<file path="config.mk">
export PLATFORM = sky130hd
export DESIGN_NAME = key_repeat_diagonal_hold
export DESIGN_NICKNAME = d
export VERILOG_FILES = /design/src/rtl/krdh_pkg.sv /design/src/rtl/key_repeat_diagonal_hold.sv
export SDC_FILE = /design/constraint.sdc
export NUM_CORES = 2
export LEC_CHECK = 0
export BUFFER_PORTS_ARGS = -buffer_cell sky130_fd_sc_hd__buf_2
export CORE_UTILIZATION = 60
export DETAILED_ROUTE_END_ITERATION = 8
export PLACE_DENSITY = 0.89
export SLEW_MARGIN = 20
export SYNTH_ARGS = -nofsm -noshare
export SYNTH_HDL_FRONTEND = slang
export SYNTH_SLANG_ARGS = --single-unit
</file>
<file path="constraint.sdc">
create_clock -name clk -period 16.7 [get_ports clk]
set_clock_uncertainty 0.05 [all_clocks]
set_input_delay 0.835 -clock clk [delete_from_list [all_inputs] [get_ports clk]]
set_output_delay 0.835 -clock clk [all_outputs]
set_load 0.1 [all_outputs]
</file>
<file path="src/rtl/krdh_pkg.sv">
package krdh_pkg;

  // field widths of the stream words
  localparam int unsigned KEY_W      = 64;
  localparam int unsigned TIME_W     = 32;
  localparam int unsigned MS_W       = 16;
  localparam int unsigned DIR_IDX_W  = 6;
  localparam int unsigned DIRS_W     = 4 * DIR_IDX_W;
  localparam int unsigned DEADLINE_W = 34;

  localparam int unsigned S_DATA_W   = KEY_W + TIME_W;
  localparam int unsigned M_DATA_W   = 3 * KEY_W;

  // configuration port
  localparam int unsigned CFG_IDX_W  = 3;
  localparam int unsigned CFG_DATA_W = 64;

  typedef enum logic [CFG_IDX_W-1:0] {
    REG_REPEAT_DELAY   = 3'd0,
    REG_REPEAT_PERIOD  = 3'd1,
    REG_DIAGONAL_DELAY = 3'd2,
    REG_LOCK_MASK      = 3'd3,
    REG_PLAYER0_DIRS   = 3'd4,
    REG_PLAYER1_DIRS   = 3'd5
  } cfg_reg_t;

  // reset values of the registers
  localparam logic [MS_W-1:0] REPEAT_DELAY_RST   = 16'd500;
  localparam logic [MS_W-1:0] REPEAT_PERIOD_RST  = 16'd100;
  localparam logic [MS_W-1:0] DIAGONAL_DELAY_RST = 16'd20;

  // parameter defaults
  localparam int unsigned NUM_KEYS_DEF    = 64;
  localparam int unsigned NUM_PLAYERS_DEF = 2;

  typedef enum logic [1:0] {
    DIAG_UNPRESSED = 2'd0,
    DIAG_PRESSED   = 2'd1,
    DIAG_SUSTAIN   = 2'd2
  } diag_st_t;

endpackage

</file>
<file path="src/rtl/key_repeat_diagonal_hold.sv">
// typematic key repeat with sticky diagonal hold
//
// input stream: one word per poll, the physical key vector and a wrapping
// millisecond time. output stream: one word per poll, the held keys after
// diagonal hold, the pressed keys (newly held, or all held keys outside the
// lock mask on an auto-repeat) and the released keys; tuser flags a repeat.
// configuration: cfg_we writes cfg_data to register cfg_index (0 repeat
// delay, 1 repeat period, 2 diagonal delay, 3 lock mask, 4/5 player dirs);
// write only while no poll is in flight.
//
// a word taken into the input register moves on to the output register when
// the output can advance, which raises m_tvalid. one poll is taken every
// cycle while m_tready keeps the output moving; the longest path is the two
// diagonal machines in series over the held keys.
// the output register and input register stall together when m_tready is
// low, so the input keeps taking a word while a result waits, until both
// stages are full.
// rst (synchronous) clears the key state, restores the register defaults
// and empties both stages.
module key_repeat_diagonal_hold #(
  parameter int unsigned NUM_KEYS    = krdh_pkg::NUM_KEYS_DEF,
  parameter int unsigned NUM_PLAYERS = krdh_pkg::NUM_PLAYERS_DEF
) (
  input  logic                                clk,
  input  logic                                rst,
  input  logic                                s_tvalid,
  output logic                                s_tready,
  input  logic [krdh_pkg::S_DATA_W-1:0]       s_tdata,   // key_state, now_ms
  output logic                                m_tvalid,
  input  logic                                m_tready,
  output logic [krdh_pkg::M_DATA_W-1:0]       m_tdata,   // down, pressed, released
  output logic                                m_tuser,   // repeat_fired
  input  logic                                cfg_we,
  input  logic [krdh_pkg::CFG_IDX_W-1:0]      cfg_index,
  input  logic [krdh_pkg::CFG_DATA_W-1:0]     cfg_data
);
  import krdh_pkg::*;

  // registers
  logic [MS_W-1:0]      repeat_delay;
  logic [MS_W-1:0]      repeat_period;
  logic [MS_W-1:0]      diagonal_delay;
  logic [NUM_KEYS-1:0]  lock_mask;
  logic [DIRS_W-1:0]    dirs [NUM_PLAYERS];

  // key state
  logic [NUM_KEYS-1:0]  held_keys;
  logic [NUM_KEYS-1:0]  last_physical;
  logic [TIME_W-1:0]    last_time;
  logic [TIME_W-1:0]    repeat_accum;
  logic                 first_repeat;
  diag_st_t             diag_status   [NUM_PLAYERS];
  logic [1:0]           diag_corner   [NUM_PLAYERS];
  logic [DEADLINE_W-1:0] diag_deadline [NUM_PLAYERS];

  // input stage
  logic                 in_valid;
  logic [NUM_KEYS-1:0]  in_keys;
  logic [TIME_W-1:0]    in_now;

  // output stage
  logic                 out_valid;
  logic [NUM_KEYS-1:0]  out_down;
  logic [NUM_KEYS-1:0]  out_pressed;
  logic [NUM_KEYS-1:0]  out_released;
  logic                 out_fired;

  // next values
  logic [NUM_KEYS-1:0]  held_mid;
  logic [NUM_KEYS-1:0]  held_keys_next;
  logic [TIME_W-1:0]    repeat_accum_next;
  logic                 first_repeat_next;
  logic                 fired;
  logic [NUM_KEYS-1:0]  pressed;
  diag_st_t             diag_status_next   [NUM_PLAYERS];
  logic [1:0]           diag_corner_next   [NUM_PLAYERS];
  logic [DEADLINE_W-1:0] diag_deadline_next [NUM_PLAYERS];

  logic advance;

  assign advance  = !out_valid || m_tready;
  assign s_tready = !in_valid || advance;

  // read a key bit by 6-bit index; indices past the key count read as up
  function automatic logic key_bit(input logic [NUM_KEYS-1:0] v,
                                   input logic [DIR_IDX_W-1:0] idx);
    logic r;
    r = 1'b0;
    for (int j = 0; j < NUM_KEYS; j++) begin
      if (idx == DIR_IDX_W'(j)) r = v[j];
    end
    return r;
  endfunction

  // held keys follow physical keys on changed bits only
  assign held_mid = (held_keys & ~(in_keys ^ last_physical)) |
                    (in_keys & (in_keys ^ last_physical));

  // repeat timing
  always_comb begin
    logic [TIME_W-1:0] acc;
    logic              first;
    if (held_mid == held_keys) begin
      acc   = repeat_accum + (in_now - last_time);
      first = first_repeat;
    end else begin
      acc   = '0;
      first = 1'b1;
    end
    fired = 1'b0;
    if (first && acc > TIME_W'(repeat_delay)) begin
      acc   = acc - TIME_W'(repeat_delay);
      fired = 1'b1;
    end else if (!first && acc > TIME_W'(repeat_period)) begin
      acc   = acc - TIME_W'(repeat_period);
      fired = 1'b1;
    end
    repeat_accum_next = acc;
    first_repeat_next = fired ? 1'b0 : first;
    pressed = fired ? (held_mid & ~lock_mask) : (held_mid & ~held_keys);
  end

  // sticky diagonal machines, player 0 first, each sees the previous writes
  always_comb begin
    logic [NUM_KEYS-1:0]   hv;
    logic [DIR_IDX_W-1:0]  idx [4];
    logic                  cur [4];
    logic                  phy [4];
    logic [1:0]            cd;
    logic [1:0]            c1;
    logic [1:0]            c2;
    logic [1:0]            c3;
    diag_st_t              st;
    logic [1:0]            cr;
    logic [DEADLINE_W-1:0] dl;
    logic [DEADLINE_W-1:0] now_x;
    now_x = DEADLINE_W'(in_now);
    hv    = held_mid;
    for (int p = 0; p < NUM_PLAYERS; p++) begin
      cd = diag_corner[p];
      c1 = cd + 2'd1;
      c2 = cd + 2'd2;
      c3 = cd + 2'd3;
      st = diag_status[p];
      cr = diag_corner[p];
      dl = diag_deadline[p];
      for (int k = 0; k < 4; k++) begin
        idx[k] = dirs[p][DIR_IDX_W*k +: DIR_IDX_W];
        cur[k] = key_bit(hv, idx[k]);
        phy[k] = key_bit(in_keys, idx[k]);
      end
      // opposing key ends a sustain
      if (st == DIAG_SUSTAIN && (cur[c2] || cur[c3])) begin
        st      = DIAG_UNPRESSED;
        dl      = '0;
        cur[cd] = phy[cd];
        cur[c1] = phy[c1];
      end
      if (st == DIAG_PRESSED && (cur[cd] || cur[c1])) begin
        st = DIAG_SUSTAIN;
        dl = now_x + DEADLINE_W'(diagonal_delay);
      end
      // first adjacent pair held picks the corner
      for (int k = 0; k < 4; k++) begin
        if (st == DIAG_UNPRESSED && cur[k] && cur[(k + 1) % 4]) begin
          cr = 2'(k);
          st = DIAG_PRESSED;
          dl = '0;
        end
      end
      if (st == DIAG_SUSTAIN && dl > now_x) begin
        cur[cd] = 1'b1;
        cur[c1] = 1'b1;
      end
      if (st == DIAG_SUSTAIN && (dl <= now_x || (!phy[cd] && !phy[c1]))) begin
        st      = DIAG_UNPRESSED;
        cur[cd] = phy[cd];
        cur[c1] = phy[c1];
      end
      // write back up, right, down, left; last write to a shared key wins
      for (int k = 0; k < 4; k++) begin
        for (int j = 0; j < NUM_KEYS; j++) begin
          if (idx[k] == DIR_IDX_W'(j)) hv[j] = cur[k];
        end
      end
      diag_status_next[p]   = st;
      diag_corner_next[p]   = cr;
      diag_deadline_next[p] = dl;
    end
    held_keys_next = hv;
  end

  // configuration
  always_ff @(posedge clk) begin
    if (rst) begin
      repeat_delay   <= REPEAT_DELAY_RST;
      repeat_period  <= REPEAT_PERIOD_RST;
      diagonal_delay <= DIAGONAL_DELAY_RST;
      lock_mask      <= '0;
      for (int p = 0; p < NUM_PLAYERS; p++) dirs[p] <= '0;
    end else if (cfg_we) begin
      unique case (cfg_index)
        REG_REPEAT_DELAY:   repeat_delay   <= cfg_data[MS_W-1:0];
        REG_REPEAT_PERIOD:  repeat_period  <= cfg_data[MS_W-1:0];
        REG_DIAGONAL_DELAY: diagonal_delay <= cfg_data[MS_W-1:0];
        REG_LOCK_MASK:      lock_mask      <= cfg_data[NUM_KEYS-1:0];
        REG_PLAYER0_DIRS:   dirs[0]        <= cfg_data[DIRS_W-1:0];
        REG_PLAYER1_DIRS: begin
          if (NUM_PLAYERS > 1) dirs[NUM_PLAYERS-1] <= cfg_data[DIRS_W-1:0];
        end
        default: ;
      endcase
    end
  end

  // input stage
  always_ff @(posedge clk) begin
    if (rst) begin
      in_valid <= 1'b0;
    end else if (s_tready) begin
      in_valid <= s_tvalid;
    end
  end

  always_ff @(posedge clk) begin
    if (s_tvalid && s_tready) begin
      in_keys <= s_tdata[NUM_KEYS-1:0];
      in_now  <= s_tdata[KEY_W +: TIME_W];
    end
  end

  // state update and output stage
  always_ff @(posedge clk) begin
    if (rst) begin
      out_valid     <= 1'b0;
      held_keys     <= '0;
      last_physical <= '0;
      last_time     <= '0;
      repeat_accum  <= '0;
      first_repeat  <= 1'b1;
      for (int p = 0; p < NUM_PLAYERS; p++) begin
        diag_status[p]   <= DIAG_UNPRESSED;
        diag_corner[p]   <= '0;
        diag_deadline[p] <= '0;
      end
    end else if (advance) begin
      out_valid <= in_valid;
      if (in_valid) begin
        held_keys     <= held_keys_next;
        last_physical <= in_keys;
        last_time     <= in_now;
        repeat_accum  <= repeat_accum_next;
        first_repeat  <= first_repeat_next;
        for (int p = 0; p < NUM_PLAYERS; p++) begin
          diag_status[p]   <= diag_status_next[p];
          diag_corner[p]   <= diag_corner_next[p];
          diag_deadline[p] <= diag_deadline_next[p];
        end
      end
    end
  end

  always_ff @(posedge clk) begin
    if (advance && in_valid) begin
      out_down     <= held_keys_next;
      out_pressed  <= pressed;
      out_released <= held_keys & ~held_keys_next;
      out_fired    <= fired;
    end
  end

  assign m_tvalid = out_valid;
  assign m_tdata  = {KEY_W'(out_released), KEY_W'(out_pressed), KEY_W'(out_down)};
  assign m_tuser  = out_fired;

endmodule

</file>
==> results_dict.tcl, run 1 <==
set metrics [dict create \
    fp.dieH_microns 314.0 \
    post-dp-hpwl_microns 219000 \
    syn-mean-instance-area_sq_um 7.697 \
    synth_ff_type "sky130_fd_sc_hd__edfxtp_1" \
    grt_pass1_wl_microns 524400 \
    num_io_pins 363 \
    synth_edf_count 413 \
    grt_pass1_vias 75726 \
    cts_hold_buffers 0 \
    clock_path_buffers 3 \
    initial_core_util_pct 60.47 \
    post_synthesis_share_of_cell_area_spent_on_xor_and_xnor_gates_pct 2.475 \
    rows 114 \
    final_estimated_routing_congestion_in_global_placement 1.543 \
    yosysWarnings 0 \
    synth-seq-area-share_pct 31.76 \
    grtUsageTotal_pct 70.12 \
    flop_and_latch_count_out_of_synthesis 720 \
    synth_top_family_by_area "compound AO/OA/AOI/OAI gates" \
    synthSimpleGateAreaFrac_pct 25.08 \
    synth_compound_area_share_pct 28.17 \
    asyncSetResetFlopFracSynth_pct 0 \
    post_synth_inst_count 7587 \
    post_synth_mux_area_share_pct 2.329 \
    die_width_microns 314.0 \
    synth_fa_ha_area_share_pct 4.422 \
    ctsRootBufferMaster "sky130_fd_sc_hd__clkbuf_16" \
    synth_cell_type_count 116 \
    outcome.stop_stage "global routing (5_1_grt)" \
    stop_error "[ERROR GRT-0116] Global routing finished with congestion. Check the congestion regions in the DRC Viewer." \
    synth.net_count 7941 \
    status "did not finish" \
    clock_sinks 720 \
    area_of_the_mapped_netlist_sq_um 58400 \
    cts-buffers-inserted 76 \
    grt_max_degree 102 \
    gr-total-overflow 785 \
    port_buffers 362 \
    cts_max_level 3 \
]
==> cell families after synthesis <==
group | count (synthesis)
buffers and inverters | 860
adder cells (fa/ha/maj) | 186
multiplexers | 119
AO/OA/AOI/OAI | 2402
AND/OR/NAND/NOR | 3135
XOR/XNOR | 165
flip-flops | 720
==> Yosys cell counts (all sizes together), types with 130 or more instances <==
master,number,share of area [%]
nand3,171,1.5
o21ai,369,3.2
ha,152,3.3
a21oi,622,5.3
nor3,185,1.6
and3,130,1.4
buf,133,1.1
nor2,752,4.8
nand2,1268,8.2
dfxtp,307,11
edfxtp,413,21
inv,302,1.9
clkbuf,421,2.7
==> timing repair <==
action	in CTS
gates resized for setup	37
setup buffers	37
pin swaps	3
setup endpoints to repair	192
==> metal layers <==
layer	global-route usage, %	overflow
met1	72.00	49
met3	59.87	54
met2	82.41	404
met4	63.96	270
met5	32.45	8
==> through the flow <==
stage                     worst slack, ns  cell area, sq um  instances  hold WS, ns  util [%]
after floorplan                     2.361             58400       7587       0.3768         -
after global placement            -0.1055             62930       9080       0.3876     65.16
after detailed placement          -0.7624             62930       9080       0.3934     65.17
after CTS                         0.03386             65840       9258       0.2601     68.18
==> inputs of run 2 (changes only) <==
CORE_UTILIZATION = 40   (was 60)
PLACE_DENSITY = unset   (was 0.89)
PLACE_DENSITY_LB_ADDON = 0.15   (was unset)
==> results_dict.tcl, run 2 <==
set metrics [dict create \
    synth.net_count 7941 \
    seq_power_share_pct 26.3 \
    power_density_normalized_to_cell_area_nw_per_um2 107.0 \
    switching_share_pct 44.58 \
    intPower_mw 4.445 \
    layout_commonest_cell "sky130_fd_sc_hd__nand2_1" \
    report.power.total_mw 8.020 \
    combinational_power_share_pct 48.2 \
    hold_path.class "input pin to flip-flop" \
    die_width_microns 384.1 \
    post-synth-top-area-fraction_pct 21.24 \
    max_freq_mhz 60.25 \
    utilization_pct 51.99 \
    cpMostUsedCell "sky130_fd_sc_hd__buf_4" \
    report.final.slew_viol_count 0 \
    syn-mean-instance-area_sq_um 7.697 \
    rows 139 \
    clock_path_buffers 3 \
    critPathMaxStageDelay_ns 0.60 \
    combined_area_of_the_multi_input_logic_cells_sq_um 37700 \
    port_buffers 362 \
    cts_hold_buffers 0 \
    dp.cells 10526 \
    layout.cells.most_common_list "sky130_fd_sc_hd__nand2_1, sky130_fd_sc_hd__buf_4, sky130_fd_sc_hd__nor2_1, sky130_fd_sc_hd__a21oi_1, sky130_fd_sc_hd__edfxtp_1" \
    yosysWarnings 0 \
    flop_and_latch_count_out_of_synthesis 720 \
    maxSlewHeadroom_pct 8.362 \
    synth-seq-area-share_pct 31.76 \
    grt_pass1_wl_microns 546700 \
    switchingPower_mw 3.575 \
    cts-buffers-inserted 87 \
    power.share.clock_pct 25.5 \
    drc 12 \
    crit_path_end_kind "flip-flop" \
    antenna_found_initial 28 \
    worstSetupStartpointType "flip-flop" \
    cts_tree "done" \
    syn_to_final_growth_pct 28.35 \
    finalSetupTns_ns 0 \
    rr_endpoint "out_released[35]$_DFFE_PP_" \
    timing_worst_slew_pin_value_ns 1.365 \
    post-route-min-period_ns 16.60 \
    gr-total-overflow 0 \
    cts_max_level 3 \
    drt_wl_total_microns 400500 \
    grtUsageTotal_pct 52.53 \
    post_synth_inst_count 7587 \
    area_of_the_mapped_netlist_sq_um 58400 \
    die_area_sq_um 147500 \
    ir_worst_vdd_mv 0.09482 \
    critical_path.endpoint "out_released[35]$_DFFE_PP_" \
    num_io_pins 363 \
    status "finished with violations" \
    wire_per_inst_microns 37.26 \
    maxCapViolCount 0 \
    fp.dieH_microns 384.1 \
    grt_max_degree 139 \
    first_iter_violations 11805 \
    ctsRootBufferMaster "sky130_fd_sc_hd__clkbuf_16" \
    core_region_area_sq_um 144200 \
    largest_register "diag_deadline" \
    r2r_start "dirs[0][18]$_DFFE_PP_" \
    synth_edf_count 413 \
    power.static_leakage_nw 29.72 \
    drt-vias-per-instance 6.915 \
    clock_sinks 720 \
    fillCellCount 13896 \
    ff_latch_area_sq_um 18550 \
    initial_core_util_pct 40.50 \
    synth_top_cells_by_area "sky130_fd_sc_hd__edfxtp_1, sky130_fd_sc_hd__dfxtp_1, sky130_fd_sc_hd__nand2_1" \
    synth_cell_type_count 116 \
    layout-drive-gt1-share_pct 23.97 \
    critical_path_top_delay_cell "sky130_fd_sc_hd__a211oi_4" \
    timing.critical_path.from "dirs[0][18]$_DFFE_PP_" \
    worst-endpoint-arrival_ns 17.03 \
    vias 74328 \
    post-dp-hpwl_microns 317400 \
    final_antenna_net_count 0 \
    final-hold-violation-count 0 \
    synth.most_common_cell "sky130_fd_sc_hd__nand2_1" \
    timing.setup.critical_path_class "flip-flop to flip-flop" \
    cp_data_required_time_ns 17.14 \
    critical_path_peak_fanout 21 \
    timing.reg2reg.worst_path_depth 77 \
    final_estimated_routing_congestion_in_global_placement 1.191 \
    grt_pass1_vias 70154 \
    synth_ff_type "sky130_fd_sc_hd__edfxtp_1" \
    final_min_period_over_clock_period_pct 99.39 \
    synth_largest_area_cell "sky130_fd_sc_hd__edfxtp_1" \
    firstDrtPassIters 9 \
    cts.clk_slew.worst_paths_ns 0.06 \
    finalSetupViolCount 0 \
    asyncSetResetFlopFracSynth_pct 0 \
    top_cells_by_instance_count_after_synthesis "sky130_fd_sc_hd__nand2_1, sky130_fd_sc_hd__nor2_1, sky130_fd_sc_hd__a21oi_1, sky130_fd_sc_hd__clkbuf_1, sky130_fd_sc_hd__edfxtp_1" \
    fin_cells 10749 \
    max_ffs_per_register 68 \
    violations_in_the_final_reports "DRC" \
    clkLatencyLatePin_ns 0.81 \
    finish.net_count 9104 \
    regToRegSetupSlack_ns 0.10 \
]
==> run 2: cell counts after synthesis <==
No cell type changed its count.
==> run 2: routing by layer <==
metal / vias to the layer above / global-route usage, % / wire, microns
met3: 2209 / 20.48 / 53840
met5: - / 1.494 / 577
met4: 34 / 52.12 / 50130
met2: 6398 / 74.99 / 160300
li1: 30448 / - / -
met1: 35239 / 58.55 / 135600
==> run 2: logic make-up (layout without fill, tap and decap cells) <==
family	count (synthesis)	after routing	synth area share, %
AND/OR/NAND/NOR	3135	3136	25.08
AO/OA/AOI/OAI	2402	2402	28.17
buffers and inverters	860	2097	5.759
flip-flops	720	720	31.76
adder cells (fa/ha/maj)	186	186	4.422
XOR/XNOR	165	165	2.475
multiplexers	119	119	2.329
other	0	21	0
==> run 2: worst min-delay path by stage <==
stage                                   start                        endpoint  slack [ns]  cells after the start
6_report                          s_tdata[79]            in_now[15]$_DFFE_PP_        0.16                      1
5_1_grt                           s_tdata[76]            in_now[12]$_DFFE_PP_        0.14                      1
3_3_place_gp   last_physical[25]$_SDFFE_PP0P_  last_physical[25]$_SDFFE_PP0P_        0.39                      2
4_1_cts                           s_tdata[78]            in_now[14]$_DFFE_PP_        0.15                      1
3_5_place_dp   last_physical[25]$_SDFFE_PP0P_  last_physical[25]$_SDFFE_PP0P_        0.39                      2
2_1_floorplan    repeat_accum[0]$_SDFFE_PP0P_    repeat_accum[0]$_SDFFE_PP0P_        0.38                      2
==> run 2: power by group through the flow <==
stage / logic (mW) / clock network, mW / registers, mW
after floorplan: 1.47 / 0 / 2.32
after global placement: 3.45 / 0 / 2.14
after detailed placement: 3.47 / 0 / 2.14
after CTS: 3.53 / 2.05 / 2.10
after global routing: 3.91 / 2.12 / 2.11
final: 3.86 / 2.05 / 2.11
==> run 2: critical path, delay by kind of cell (launching register included) <==
family / cells / cell delay, ns
AOI/OAI and AO/OA: 39 / 9.13
buffers and inverters: 18 / 3.17
and+or+nand+nor: 18 / 2.98
adders and majority gates: 2 / 0.55
DFF: 1 / 0.38
==> run 2: timing repair <==
action	4_1_cts	5_1_grt
gates resized for setup	48	198
endpoints found under the hold margin	0	0
endpoints found under the setup margin	192	192
gates cloned	1	3
setup buffers	11	23
pin swaps	12	62
==> run 2: layout make-up <==
| class | count | share of cell area [%] |
|---|---|---|
| Inverter | 306 | 1.549 |
| Multi-Input combinational cell | 6008 | 50.29 |
| Tap cell | 1903 | 3.177 |
| Clock buffer | 118 | 3.250 |
| Antenna cell | 21 | 0.07011 |
| Timing Repair Buffer | 1627 | 16.15 |
| Clock inverter | 46 | 0.7579 |
| Sequential cell | 720 | 24.75 |
==> run 2: through the flow <==
step                setup WS, ns  hold WS, ns  instance area, sq um
detailed placement        -1.362       0.3941                 70450
finish                    0.1018       0.1558                 74950
global route             -0.2068       0.1433                 74910
floorplan                  2.361       0.3768                 58400
global placement          -1.499       0.3884                 70420
CTS                      0.01465       0.1532                 73790
No activity file was read; power rests on OpenSTA's default activity.
